## src/design/tpa_pkg.sv

```systemverilog
`timescale 1ns / 1ps

package tpa_pkg;

    // Default history length; the year index saturates at one below it.
    localparam int MAX_YEARS_DEF = 64;

    // One in Q.16.
    localparam logic [16:0] ONE_Q16 = 17'd65536;

    // Saturation limit of the prior infection count.
    localparam logic [6:0] COUNT_MAX = 7'd127;

    // Command queue between front and back; the depth must be a power of two.
    localparam int QUEUE_DEPTH = 2;
    localparam int QUEUE_AW    = (QUEUE_DEPTH > 1) ? $clog2(QUEUE_DEPTH) : 1;
    localparam int QUEUE_CW    = $clog2(QUEUE_DEPTH + 1);

    // Configuration register indexes (byte address is four times the index).
    localparam logic [2:0] REG_LONG_GAIN  = 3'd0;
    localparam logic [2:0] REG_SHORT_GAIN = 3'd1;
    localparam logic [2:0] REG_SENIORITY  = 3'd2;
    localparam logic [2:0] REG_WANE       = 3'd3;
    localparam logic [2:0] REG_TEST_YEAR  = 3'd4;

    // One classified year, handed from the front to the back.
    typedef struct packed {
        logic        counted;
        logic [19:0] long_cross;
        logic [19:0] short_cross;
        logic [6:0]  sen_steps;
        logic [6:0]  wane_steps;
        logic        last;
    } tpa_cmd_t;

    // Back-end sequencer states.
    typedef enum logic [2:0] {
        BK_IDLE,
        BK_SHORT,
        BK_INNER,
        BK_SCALE,
        BK_ACC
    } tpa_back_state_t;

    // max(0, 1 - rate*steps) in Q.16.
    function automatic logic [16:0] linear_drop(input logic [19:0] rate,
                                                input logic [6:0]  steps);
        logic [26:0] prod;
        prod = rate * steps;
        if (prod >= 27'(ONE_Q16))
        begin
            linear_drop = 17'd0;
        end
        else
        begin
            linear_drop = ONE_Q16 - prod[16:0];
        end
    endfunction

endpackage

```

## src/design/tpa_queue.sv

```systemverilog
`timescale 1ns / 1ps

module tpa_queue (
    input  logic               clk,
    input  logic               rst_n,
    input  logic               push,
    input  tpa_pkg::tpa_cmd_t  push_data,
    output logic               full,
    input  logic               pop,
    output tpa_pkg::tpa_cmd_t  pop_data,
    output logic               empty
);

    tpa_pkg::tpa_cmd_t                  entry_reg [tpa_pkg::QUEUE_DEPTH];
    logic [tpa_pkg::QUEUE_AW-1:0]       wr_ptr_reg;
    logic [tpa_pkg::QUEUE_AW-1:0]       rd_ptr_reg;
    logic [tpa_pkg::QUEUE_CW-1:0]       fill_reg;
    logic                               do_push;
    logic                               do_pop;

    assign full     = (fill_reg == tpa_pkg::QUEUE_CW'(tpa_pkg::QUEUE_DEPTH));
    assign empty    = (fill_reg == '0);
    assign do_push  = push && !full;
    assign do_pop   = pop && !empty;
    assign pop_data = entry_reg[rd_ptr_reg];

    // Entry storage.
    always_ff @(posedge clk)
    begin
        if (do_push)
        begin
            entry_reg[wr_ptr_reg] <= push_data;
        end
    end

    // Pointers and fill level.
    always_ff @(posedge clk or negedge rst_n)
    begin
        if (!rst_n)
        begin
            wr_ptr_reg <= '0;
            rd_ptr_reg <= '0;
            fill_reg   <= '0;
        end
        else
        begin
            if (do_push)
            begin
                wr_ptr_reg <= wr_ptr_reg + tpa_pkg::QUEUE_AW'(1);
            end
            if (do_pop)
            begin
                rd_ptr_reg <= rd_ptr_reg + tpa_pkg::QUEUE_AW'(1);
            end
            if (do_push && !do_pop)
            begin
                fill_reg <= fill_reg + tpa_pkg::QUEUE_CW'(1);
            end
            else if (do_pop && !do_push)
            begin
                fill_reg <= fill_reg - tpa_pkg::QUEUE_CW'(1);
            end
        end
    end

endmodule

```

## config.mk

```make
export PLATFORM = sky130hd
export DESIGN_NAME = tpa_queue
export DESIGN_NICKNAME = d
export VERILOG_FILES = /design/src/design/tpa_pkg.sv /design/src/design/tpa_queue.sv
export SDC_FILE = /design/constraint.sdc
export NUM_CORES = 1
export LEC_CHECK = 0
export BUFFER_PORTS_ARGS = -buffer_cell sky130_fd_sc_hd__buf_2
export CAP_MARGIN = 40
export CORE_AREA = 2 2 92 94
export CTS_CLUSTER_DIAMETER = 200
export CTS_CLUSTER_SIZE = 28
export DETAILED_ROUTE_END_ITERATION = 10
export DIE_AREA = 0 0 94 96
export PLACE_DENSITY = 0.8
export SLEW_MARGIN = 20
export SYNTH_ARGS = -nofsm -noshare
export SYNTH_HDL_FRONTEND = slang
export SYNTH_SLANG_ARGS = --single-unit
```

## constraint.sdc

```tcl
create_clock -name clk -period 6.85 [get_ports clk]
set_input_delay 1.37 -clock clk [delete_from_list [all_inputs] [get_ports clk]]
set_output_delay 1.37 -clock clk [all_outputs]
set_load 0.01 [all_outputs]
```

Word-level counts from Yosys, hierarchy flattened
Memory sizes are Yosys's and may differ from the RTL's.
Cells that the tools add are included.
W data, S select, Z words.
{"block": "totals", "regBits": 4, "ramBits": 112, "in_bits": 60, "out_inout_bits": 58, "wordCells": 23, "n_memories": 1}
{"name": "entry_reg", "depth": 2, "word_bits": 56, "read_ports": 1, "rd_ports_with_merged_regs": 0, "wr": 1, "line": "tpa_queue.sv:14", "text": "tpa_pkg::tpa_cmd_t entry_reg [tpa_pkg::QUEUE_DEPTH];"}
{"block": "op_classes", "add_sub_neg": 4, "n_eq_ne": 1, "muxes": 4, "n_reduce_logical": 10}
{"cell": "$logic_and A1 B1 Y1", "count": 4}
{"cell": "$logic_not A1 Y1", "count": 4}
{"cell": "$mux W2", "count": 2}
{"cell": "$add A1 B1 Y1 const B", "count": 2}
{"cell": "$add A2 B1 Y2 const B", "count": 1}
{"cell": "$eq A2 B2 Y1 const B", "count": 1}
{"cell": "$logic_not A2 Y1", "count": 1}
{"cell": "$mux W1", "count": 2}
{"cell": "$reduce_bool A2 Y1", "count": 1}
{"cell": "$sub A2 B1 Y2 const B", "count": 1}

Longest topological paths before layout
{"block": "depth", "ltp_word": 7, "depth_mapped": 7, "depth_no_buf": 7}

Worst setup path before layout
No wires, ideal clock.
{"block": "synth_timing", "path_kind": "input to register", "start": "in push", "end": "mem entry_reg[0][0] (netlist bit) (enable)", "setup_ns": 0.470, "t_arrival_ns": 3.804, "required_time_ns": 6.380, "slack_ns": 2.576, "stages": 2, "n_path_buf": 0, "path_cell_list": "nand2_1 nor2_1"}
{"block": "synth_between", "elab_chain_cells": 3}
{"element": "start, declared", "line": "tpa_queue.sv:6", "text": "input logic push,"}
{"element": "$logic_and A1 B1 Y1", "line": "tpa_queue.sv:23", "text": "assign do_push = push && !full;"}
{"element": "$mux W1", "line": "tpa_queue.sv:30", "text": "if (do_push)"}
{"element": "$mux W1 (not written as such)", "line": "tpa_queue.sv:32", "text": "entry_reg[wr_ptr_reg] <= push_data;"}
{"element": "end, declared", "line": "tpa_queue.sv:14"}
No other way between the ends.

==> results.yml <==
status:
  outcome: "completed"
power:
  ir_worst_vdd_v: 0.000305
  power_density_mw_per_mm2: 452
  leakage_nw: 2.24
sta:
  setup-tns-final_ns: 0
  worst_pin_slew_ns: 0.635
  finalSetupViolations: 0
  rsz0062_at_grt: "false"
  setup_ws_ns: 3.51
  finalCritPeriodShare: 0.487
  skew_ns: 0.00686
  slew_headroom: 0.577
  hold_viol: 0
  slew_viol_final: 0
  period_minus_slack_ns: 3.34
  fmax_mhz: 299
clocking:
  cts_tree: "yes"
  cts-buffers-inserted: 17
  root_buffer: "clkbuf_8"
  hold_buffers: 0
  clkTransAtPathRegs_ns: 0.05
  clock-sinks: 116
  clock_latency_ns: 0.49
  cts_setup_buffers: 0
  cts_resized: 0
  htree_levels: 4
  clock_path_buffers: 2
die:
  die_area_sq_mm: 0.00902
  die_w_microns: 94
  ios: 118
  start_util: 0.541
  rows: 33
  die_h_microns: 96
  core_area_sq_mm: 0.00805
worst_setup_path:
  crit_family: "flip-flops"
  end_kind: "output port"
  cp_slowest_cell: "dfrtp_4"
  worst_setup_path_start_kind: "flip-flop"
  max_stage_delay_ns: 0.64
  critPathArrivalTime_ns: 1.97
  worstPathCellList: "buf_16 > mux2_2 > buf_2"
  path_class: "reg2out"
  crit_fanout: 38
  path_buf_inv: 2
  cp.required_ns: 5.48
grt:
  grt_pass1_vias: 2153
  overflow: 0
  antenna_found_initial: 0
  grt_usage: 0.163
  grt_pass1_wl_microns: 10600
  grt_max_degree: 39
final_layout:
  num_antenna_cells: 0
  regArea_sq_mm: 0.00347
  multi_input_area_sq_um: 841
  finalNonFillerCells: 444
  final_common_cell: "buf_2"
  drive_gt1_frac: 0.611
  layout_common_cells: "buf_2 (117), edfxtp_1 (112), mux2_4 (30)"
  finalCoreUtilization: 0.699
  nets: 388
  syn2layout_area_growth_pct: 29.2
  largest_register_ffs: 112
  nFillCells: 535
logic_synthesis:
  yosys.area.top_type: "edfxtp_1"
  synth.area.top_cells: "edfxtp_1 (77%), mux2_4 (10%), mux2_2 (6.7%)"
  ys_warn_count: 0
  syn_area_sq_mm: 0.00436
  synth_seq_area_share: 0.795
  syn_avg_cell_area_sq_um: 22.6
  netlist_instances: 193
  synth-seq-cells: 116
  yosysUniqueCellTypes: 15
  synth_nets: 254
  synth_top_area_share: 0.772
place:
  dpl_worst_slack_ns: 3.72
  dpl.cell_count: 412
  io_buffers: 117
  finalWeightedCongestion: 0.639
  dpl.hpwl_microns: 4470
route:
  drtIter0Drc: 87
  finalWirelength_microns: 7060
  dr.pass1.iters: 4
  wire_per_inst_microns: 15.9
  drt-vias-per-instance: 4.95
  drtAntennaViolNets: 0
  post-route-drc-count: 0
  vias: 2196
run:
  max_cap_violations: 0
worst_hold_path:
  hold_class: "reg2reg"
[per-layer routing]
metal,track usage,vias to the layer above,part of all wire
li1,-,1028,-
met1,0.207,1086,0.42
met2,0.262,80,0.52
met3,0.0579,2,0.061
met4,0.0616,0,0.0044
met5,0,-,0
[cell type report]
cell class / instances / area share
Multi-Input combinational cell: 69 / 0.149
Tap cell: 105 / 0.0233
Timing Repair Buffer: 121 / 0.115
Sequential cell: 116 / 0.616
Clock inverter: 12 / 0.0204
Inverter: 2 / 0.00133
Clock buffer: 19 / 0.0749
[power by group]
| part | internal [mW] | switching [mW] | leakage [nW] |
|---|---|---|---|
| logic | 0.366 | 0.346 | 0.898 |
| clock network | 0.508 | 0.278 | 0.258 |
| registers | 0.975 | 0.0739 | 1.09 |
| total | 1.85 | 0.698 | 2.24 |
[final timing paths]
check / endpoint / slack [ns] / start / depth (start not counted)
min in group asynchronous: fill_reg[1] / 0.68 / rst_n / 1
max in group asynchronous: rd_ptr_reg / 6.03 / rst_n / 1
worst min register to register: fill_reg[1] / 0.53 / fill_reg[1] / 1
worst max register to register: entry_reg[1][25] / 4.69 / fill_reg[0] / 3
worst max-delay path: pop_data[32] / 3.51 / rd_ptr_reg / 3
worst min-delay path: fill_reg[1] / 0.53 / fill_reg[1] / 1
[per-stage QoR]
step | area, sq um | hold WS (ns) | power, mW
after floorplan | 4360 | 0.461 | 1.54
after global placement | 5050 | 0.496 | 1.74
after detailed placement | 5070 | 0.515 | 1.78
after CTS | 5610 | 0.534 | 2.57
after global routing | 5630 | 0.555 | 2.67
final | 5630 | 0.529 | 2.55
[Yosys cell counts]
master and number:
buf_6 4, nand2_1 1, nand2b_1 1, mux2_4 30, and3_1 1, buf_2 2, ha_1 1, edfxtp_1 112
o21ai_0 1, xor2_1 2, nor2_1 3, dfrtp_1 4, inv_1 2, mux2_2 26, xnor2_1 3
[worst reg2reg max path, stage by stage, from the launching register on]
cell and delay, ns:
dfrtp_1 0.45, nand2b_1 0.19, and3_2 0.62, buf_4 0.52
[logic make-up (layout without fill, tap and decap cells)]
| family | count (synthesis) | in the layout | share of synthesized area |
|---|---|---|---|
| mux | 56 | 56 | 0.171 |
| simple gates | 6 | 6 | 0.00632 |
| compound gates | 1 | 1 | 0.00115 |
| xor+xnor | 5 | 5 | 0.0101 |
| buf+inv | 8 | 154 | 0.0144 |
| fa+ha+maj | 1 | 1 | 0.00287 |
| flops | 116 | 116 | 0.795 |
Note: power is estimated with default switching activity, not from simulation.
