$ cat config.mk
export PLATFORM = sky130hd
export DESIGN_NAME = tpa_front
export DESIGN_NICKNAME = d
export VERILOG_FILES = /design/src/design/tpa_pkg.sv /design/src/design/tpa_front.sv
export SDC_FILE = /design/constraint.sdc
export NUM_CORES = 1
export LEC_CHECK = 0
export BUFFER_PORTS_ARGS = -buffer_cell sky130_fd_sc_hd__buf_2
export CORE_ASPECT_RATIO = 1.25
export CORE_MARGIN = 5
export CORE_UTILIZATION = 35
export CTS_BUF_LIST = sky130_fd_sc_hd__clkbuf_16
export CTS_CLUSTER_SIZE = 25
export DETAILED_ROUTE_END_ITERATION = 8
export PLACE_DENSITY_LB_ADDON = 0.1
export SLEW_MARGIN = 10
export SYNTH_ARGS = -nofsm -noshare
export SYNTH_HDL_FRONTEND = slang
export SYNTH_SLANG_ARGS = --single-unit
export TNS_END_PERCENT = 100
$ cat constraint.sdc
create_clock -name clk -period 5.6 [get_ports clk]
set_input_delay 0 -clock clk [delete_from_list [all_inputs] [get_ports clk]]
set_output_delay 0 -clock clk [all_outputs]
set_load 0.1 [all_outputs]
$ cat src/design/tpa_pkg.sv
`timescale 1ns / 1ps

package tpa_pkg;

    // Default history length; the year index saturates at one below it.
    localparam int MAX_YEARS_DEF = 64;

    // One in Q.16.
    localparam logic [16:0] ONE_Q16 = 17'd65536;

    // Saturation limit of the prior infection count.
    localparam logic [6:0] COUNT_MAX = 7'd127;

    // Command queue between front and back; the depth must be a power of two.
    localparam int QUEUE_DEPTH = 2;
    localparam int QUEUE_AW    = (QUEUE_DEPTH > 1) ? $clog2(QUEUE_DEPTH) : 1;
    localparam int QUEUE_CW    = $clog2(QUEUE_DEPTH + 1);

    // Configuration register indexes (byte address is four times the index).
    localparam logic [2:0] REG_LONG_GAIN  = 3'd0;
    localparam logic [2:0] REG_SHORT_GAIN = 3'd1;
    localparam logic [2:0] REG_SENIORITY  = 3'd2;
    localparam logic [2:0] REG_WANE       = 3'd3;
    localparam logic [2:0] REG_TEST_YEAR  = 3'd4;

    // One classified year, handed from the front to the back.
    typedef struct packed {
        logic        counted;
        logic [19:0] long_cross;
        logic [19:0] short_cross;
        logic [6:0]  sen_steps;
        logic [6:0]  wane_steps;
        logic        last;
    } tpa_cmd_t;

    // Back-end sequencer states.
    typedef enum logic [2:0] {
        BK_IDLE,
        BK_SHORT,
        BK_INNER,
        BK_SCALE,
        BK_ACC
    } tpa_back_state_t;

    // max(0, 1 - rate*steps) in Q.16.
    function automatic logic [16:0] linear_drop(input logic [19:0] rate,
                                                input logic [6:0]  steps);
        logic [26:0] prod;
        prod = rate * steps;
        if (prod >= 27'(ONE_Q16))
        begin
            linear_drop = 17'd0;
        end
        else
        begin
            linear_drop = ONE_Q16 - prod[16:0];
        end
    endfunction

endpackage

$ cat src/design/tpa_front.sv
`timescale 1ns / 1ps

module tpa_front #(
    parameter int MAX_YEARS = tpa_pkg::MAX_YEARS_DEF
) (
    input  logic               clk,
    input  logic               rst_n,
    input  logic [6:0]         test_year,
    input  logic               in_valid,
    output logic               in_ready,
    input  logic               infected,
    input  logic [19:0]        long_cross,
    input  logic [19:0]        short_cross,
    input  logic               last_year,
    output logic               push,
    output tpa_pkg::tpa_cmd_t  push_data,
    input  logic               queue_full
);

    localparam int YW    = $clog2(MAX_YEARS);
    localparam int CMP_W = (YW + 1 > 8) ? YW + 1 : 8;
    localparam logic [YW-1:0] YEAR_LAST = YW'(MAX_YEARS - 1);

    logic [YW-1:0]    year_index_reg;
    logic [YW-1:0]    year_index_next;
    logic [6:0]       count_reg;
    logic [6:0]       count_next;
    logic [6:0]       count_upd;
    logic [CMP_W-1:0] year_one;
    logic [CMP_W-1:0] test_ext;
    logic [CMP_W-1:0] wane_diff;
    logic             counted;
    logic             accept;

    assign in_ready = !queue_full;
    assign accept   = in_valid && in_ready;
    assign push     = accept;

    // Mask years after the test year and work out the waning distance.
    assign year_one  = CMP_W'(year_index_reg) + CMP_W'(1);
    assign test_ext  = CMP_W'(test_year);
    assign counted   = infected && (year_one <= test_ext);
    assign wane_diff = test_ext - year_one;

    // Count this infection, saturating.
    assign count_upd = (counted && (count_reg < tpa_pkg::COUNT_MAX)) ?
                       count_reg + 7'd1 : count_reg;

    always_comb
    begin
        push_data.counted     = counted;
        push_data.long_cross  = long_cross;
        push_data.short_cross = short_cross;
        push_data.sen_steps   = count_upd - 7'd1;
        push_data.wane_steps  = wane_diff[6:0];
        push_data.last        = last_year;
    end

    // Strain position: cleared at the end of a strain, index saturates.
    always_comb
    begin
        year_index_next = year_index_reg;
        count_next      = count_reg;
        if (accept)
        begin
            if (last_year)
            begin
                year_index_next = '0;
                count_next      = '0;
            end
            else
            begin
                count_next = count_upd;
                if (year_index_reg != YEAR_LAST)
                begin
                    year_index_next = year_index_reg + YW'(1);
                end
            end
        end
    end

    always_ff @(posedge clk or negedge rst_n)
    begin
        if (!rst_n)
        begin
            year_index_reg <= '0;
            count_reg      <= '0;
        end
        else
        begin
            year_index_reg <= year_index_next;
            count_reg      <= count_next;
        end
    end

endmodule

# After elaboration in Yosys (flattened, before gate mapping)
# Index checks and enable logic that the tools add are counted.
[totals]
regBits = 13
input_bits = 53
out_inout_bits = 58
[op_classes]
add_sub_neg = 5
magnitude_cmp = 2
n_eq_ne = 1
muxes = 4
reduce_logical = 6
[ops]
columns = ["op", "n"]
rows = [
  ["$mux W7", 2],
  ["$mux W6", 2],
  ["$add A6 B1 Y7 const B", 1],
  ["$add A7 B1 Y7 const B", 1],
  ["$le A7 B7 Y1", 1],
  ["$lt A7 B7 Y1 const B", 1],
  ["$sub A7 B1 Y7 const B", 1],
  ["$sub A7 B7 Y7", 1],
  ["$add A6 B1 Y6 const B", 1],
  ["$ne A6 B6 Y1 const B", 1],
  ["$logic_and A1 B1 Y1", 3],
  ["$reduce_and A2 Y1", 1],
  ["$reduce_bool A2 Y1", 1],
  ["$logic_not A1 Y1", 1],
]

# Logic depth before layout (Yosys ltp)
[depth]
ltp_word = 6
mapped_depth = 14

# Least setup slack after synthesis
# Ideal clock, no wire load.
[synth_path]
path_type = "reg-to-output"
startpoint = "reg year_index_reg[0]"
endpoint = "out push_data[12] in the netlist's numbering"
arrival_ns = 5.858
setup_slack_ns = -0.258
path_stages_with_launch = 13
n_path_buf = 1
cell_sequence = "dfrtp_1 ha_1 nand3_1 or2_2 ha_1 a21oi_1 o221ai_4 and2_1 buf_2 xnor2_1 ha_1 a31oi_1 xnor2_1"
[synth_lines]
columns = ["element", "line", "text"]
rows = [
  ["start, declared", "tpa_front.sv:24", "logic [YW-1:0] year_index_reg;"],
  ["start signal, assigned", "tpa_front.sv:91", "year_index_reg <= year_index_next;"],
  ["end, declared", "tpa_front.sv:16", "output tpa_pkg::tpa_cmd_t push_data,"],
]

==> reports/metrics.cfg <==
[status]
outcome = finished clean

[grt]
grt_max_degree = 14
grt_pass1_vias = 1347
overflow = 0
grt_pass1_wl_um = 6410
grt_usage = 0.128
antenna_found_initial = 0

[synth]
syn_area_mm2 = 0.00162
syn_avg_cell_area_um2 = 8.20
synth_edf_count = 0
synth_cells = 198
synth-main-ff-cell = dfrtp_1
async_flop_share = 1.00
synth_warnings = 0
synth_cell_types = 46
ys_seq_area_frac = 0.200
synth_nets = 262
ys_seq_elements = 13

[place]
gp_congestion = 0.739
hpwl_um = 3110
dpl_cell_area_mm2 = 0.00151
port_buffers = 30

[setup_path]
cp-end-kind = primary output
startpoint_type = flip-flop
crit_path_max_fanout = 8
path_class = flip-flop to primary output
worstPathRequired_ns = 5.60
arrival_ns = 4.48

[layout]
drive_above_1_share = 0.263
layout.nets = 251
area_growth_pct = -1.31
largest_register_ffs = 7
finish.instance_area_mm2 = 0.00160
diodes = 0

[clock_network]
cts_tree = done
clock_latency_ns = 0.24
cts_sinks = 13
clockRootBuffer = clkbuf_16
cts_buffers = 3
h-tree-depth = 1
clkTransAtPathRegs_ns = 0.05
clk_path_buf_depth = 2

[min_path]
hold_class = input pin to primary output

[floorplan]
dieWidth_um = 70.9
core.rowCount = 27
initial_utilization = 0.364
die_y_um = 86.1
ioPinCount = 111
core_area_mm2 = 0.00446
die_area_mm2 = 0.00611

[pwr]
peakVddDrop_mv = 0.248
clockPowerShare = 0.213
power_leakage_nw = 0.685
power.total_w = 0.000612
pwr-share-comb = 0.609
seq_power_share = 0.177
powerDensity_mw_per_mm2 = 382
switchingPower_w = 0.000345
switching_share = 0.563
p_int_w = 0.000267

[drt]
routedWlPerCell_um = 15.2
drtIter0Drc = 44
wirelength_um = 3710
firstDrtPassIters = 5
viasPerCell = 5.41
drc = 0
ant_nets = 0
vias = 1320

[sta]
finalSetupViolations = 0
fmax_ghz = 0.223
tns_ns = 0
post-route-period-util = 0.800
min_period_ns = 4.48
skew_ns = 0.00645
rsz0062_at_grt = no
slew-limit-headroom = 0.621
slew_violations = 0
tightest_slew_ns = 0.565
hold_viol = 0

[run]
cap_violations = 0

-- kinds of logic after synthesis --
kind of cell | count (synthesis) | share of synthesized area
XOR/XNOR | 19 | 0.103
AO/OA/AOI/OAI | 45 | 0.201
adder cells (fa/ha/maj) | 11 | 0.0894
flip-flops | 13 | 0.200
buffers and inverters | 59 | 0.237
AND/OR/NAND/NOR | 50 | 0.163
multiplexers | 1 | 0.00617
-- worst max-delay path: stages, from the launching register on --
cell       delay, ns
dfrtp_1         0.40
ha_1            0.25
nand3_1         0.13
or2_2           0.36
ha_1            0.35
nand2_2         0.10
or4_4           0.51
o221ai_4        0.30
and2_1          0.37
mux2i_1         0.13
ha_1            0.27
a2111oi_0       0.40
a31oi_1         0.09
xnor2_1         0.14
buf_2           0.44
-- power groups by stage --
stage                     logic [W]  clock network (W)  registers, W
after detailed placement   0.000375                  0      0.000110
after global routing       0.000394           0.000140      0.000110
final                      0.000373           0.000131      0.000108
after floorplan            0.000462                  0      0.000108
after global placement     0.000374                  0      0.000109
after CTS                  0.000376           0.000134      0.000108
-- timing repair --
action / 4_1_cts / 5_1_grt
setup buffers: 0 / 0
hold buffers: 1 / 0
endpoints found under the hold margin: 13 / 0
resized for setup: 0 / 0
-- Yosys cell counts, drive strengths merged (5+ instances only) --
cell / instances / area, um2
nand2: 18 / 70.1
xor2: 5 / 43.8
buf: 45 / 333
inv: 12 / 45.1
nand3: 7 / 35.0
dfrtp: 13 / 325
nor2: 5 / 21.3
xnor2: 14 / 123
a21oi: 9 / 45.0
o21ai: 17 / 85.1
and2: 5 / 32.5
ha: 10 / 125
-- metrics by stage --
stage	hold slack (ns)	setup slack, ns	util	instances
4_1_cts	0.000739	1.10	0.359	244
6_report	0.000103	1.12	0.359	244
2_1_floorplan	-0.296	0.271	-	198
3_3_place_gp	-0.0963	1.48	0.339	239
5_1_grt	0.000158	0.860	0.359	244
3_5_place_dp	-0.0889	1.38	0.339	239
-- area by class of cell --
cell class | instances | area (um2)
fillers | 479 | 2860
clock buffers | 3 | 75.1
inverters | 12 | 45.0
flip-flops and latches | 13 | 325
multi-input cells | 126 | 920
well taps | 58 | 72.6
repair buffers | 31 | 160
clock inverters | 1 | 3.75
-- final timing paths --
path | cells after the start | slack, ns | end | start
worst min-delay path | 0 | 0.0001 | push_data[46] | long_cross[11]
worst min register to register | 2 | 0.52 | year_index_reg[1] | year_index_reg[1]
min in group asynchronous | 2 | 0.18 | year_index_reg[1] | rst_n
worst max-delay path | 14 | 1.12 | push_data[12] | year_index_reg[0]
worst max register to register | 11 | 2.31 | count_reg[6] | year_index_reg[0]
max in group asynchronous | 2 | 5.18 | count_reg[0] | rst_n
-- cells in the final DEF, fill, tap and decap left out, types with 2 or more instances in the layout --
master / n
and2_1: 4
nand2_1: 17
ha_1: 10
xor2_1: 5
o21ai_1: 4
a31oi_1: 2
a21oi_1: 9
o21bai_1: 2
dfrtp_1: 13
inv_1: 11
nand2b_1: 2
and3_1: 2
or3_1: 2
clkbuf_16: 3
buf_2: 30
or2_2: 2
nand3_1: 7
a21o_1: 2
nand4_1: 3
inv_2: 2
o21ai_0: 13
xnor2_1: 13
nor2_1: 4
-- layer usage --
layer / up-vias / part of all wire / global-route usage
met1: 618 / 0.38 / 0.146
met3: 26 / 0.080 / 0.0375
li1: 619 / - / -
met4: 0 / 0.039 / 0.0735
met2: 57 / 0.50 / 0.212
met5: - / 0 / 0
Note: power is estimated with default switching activity, not from simulation.
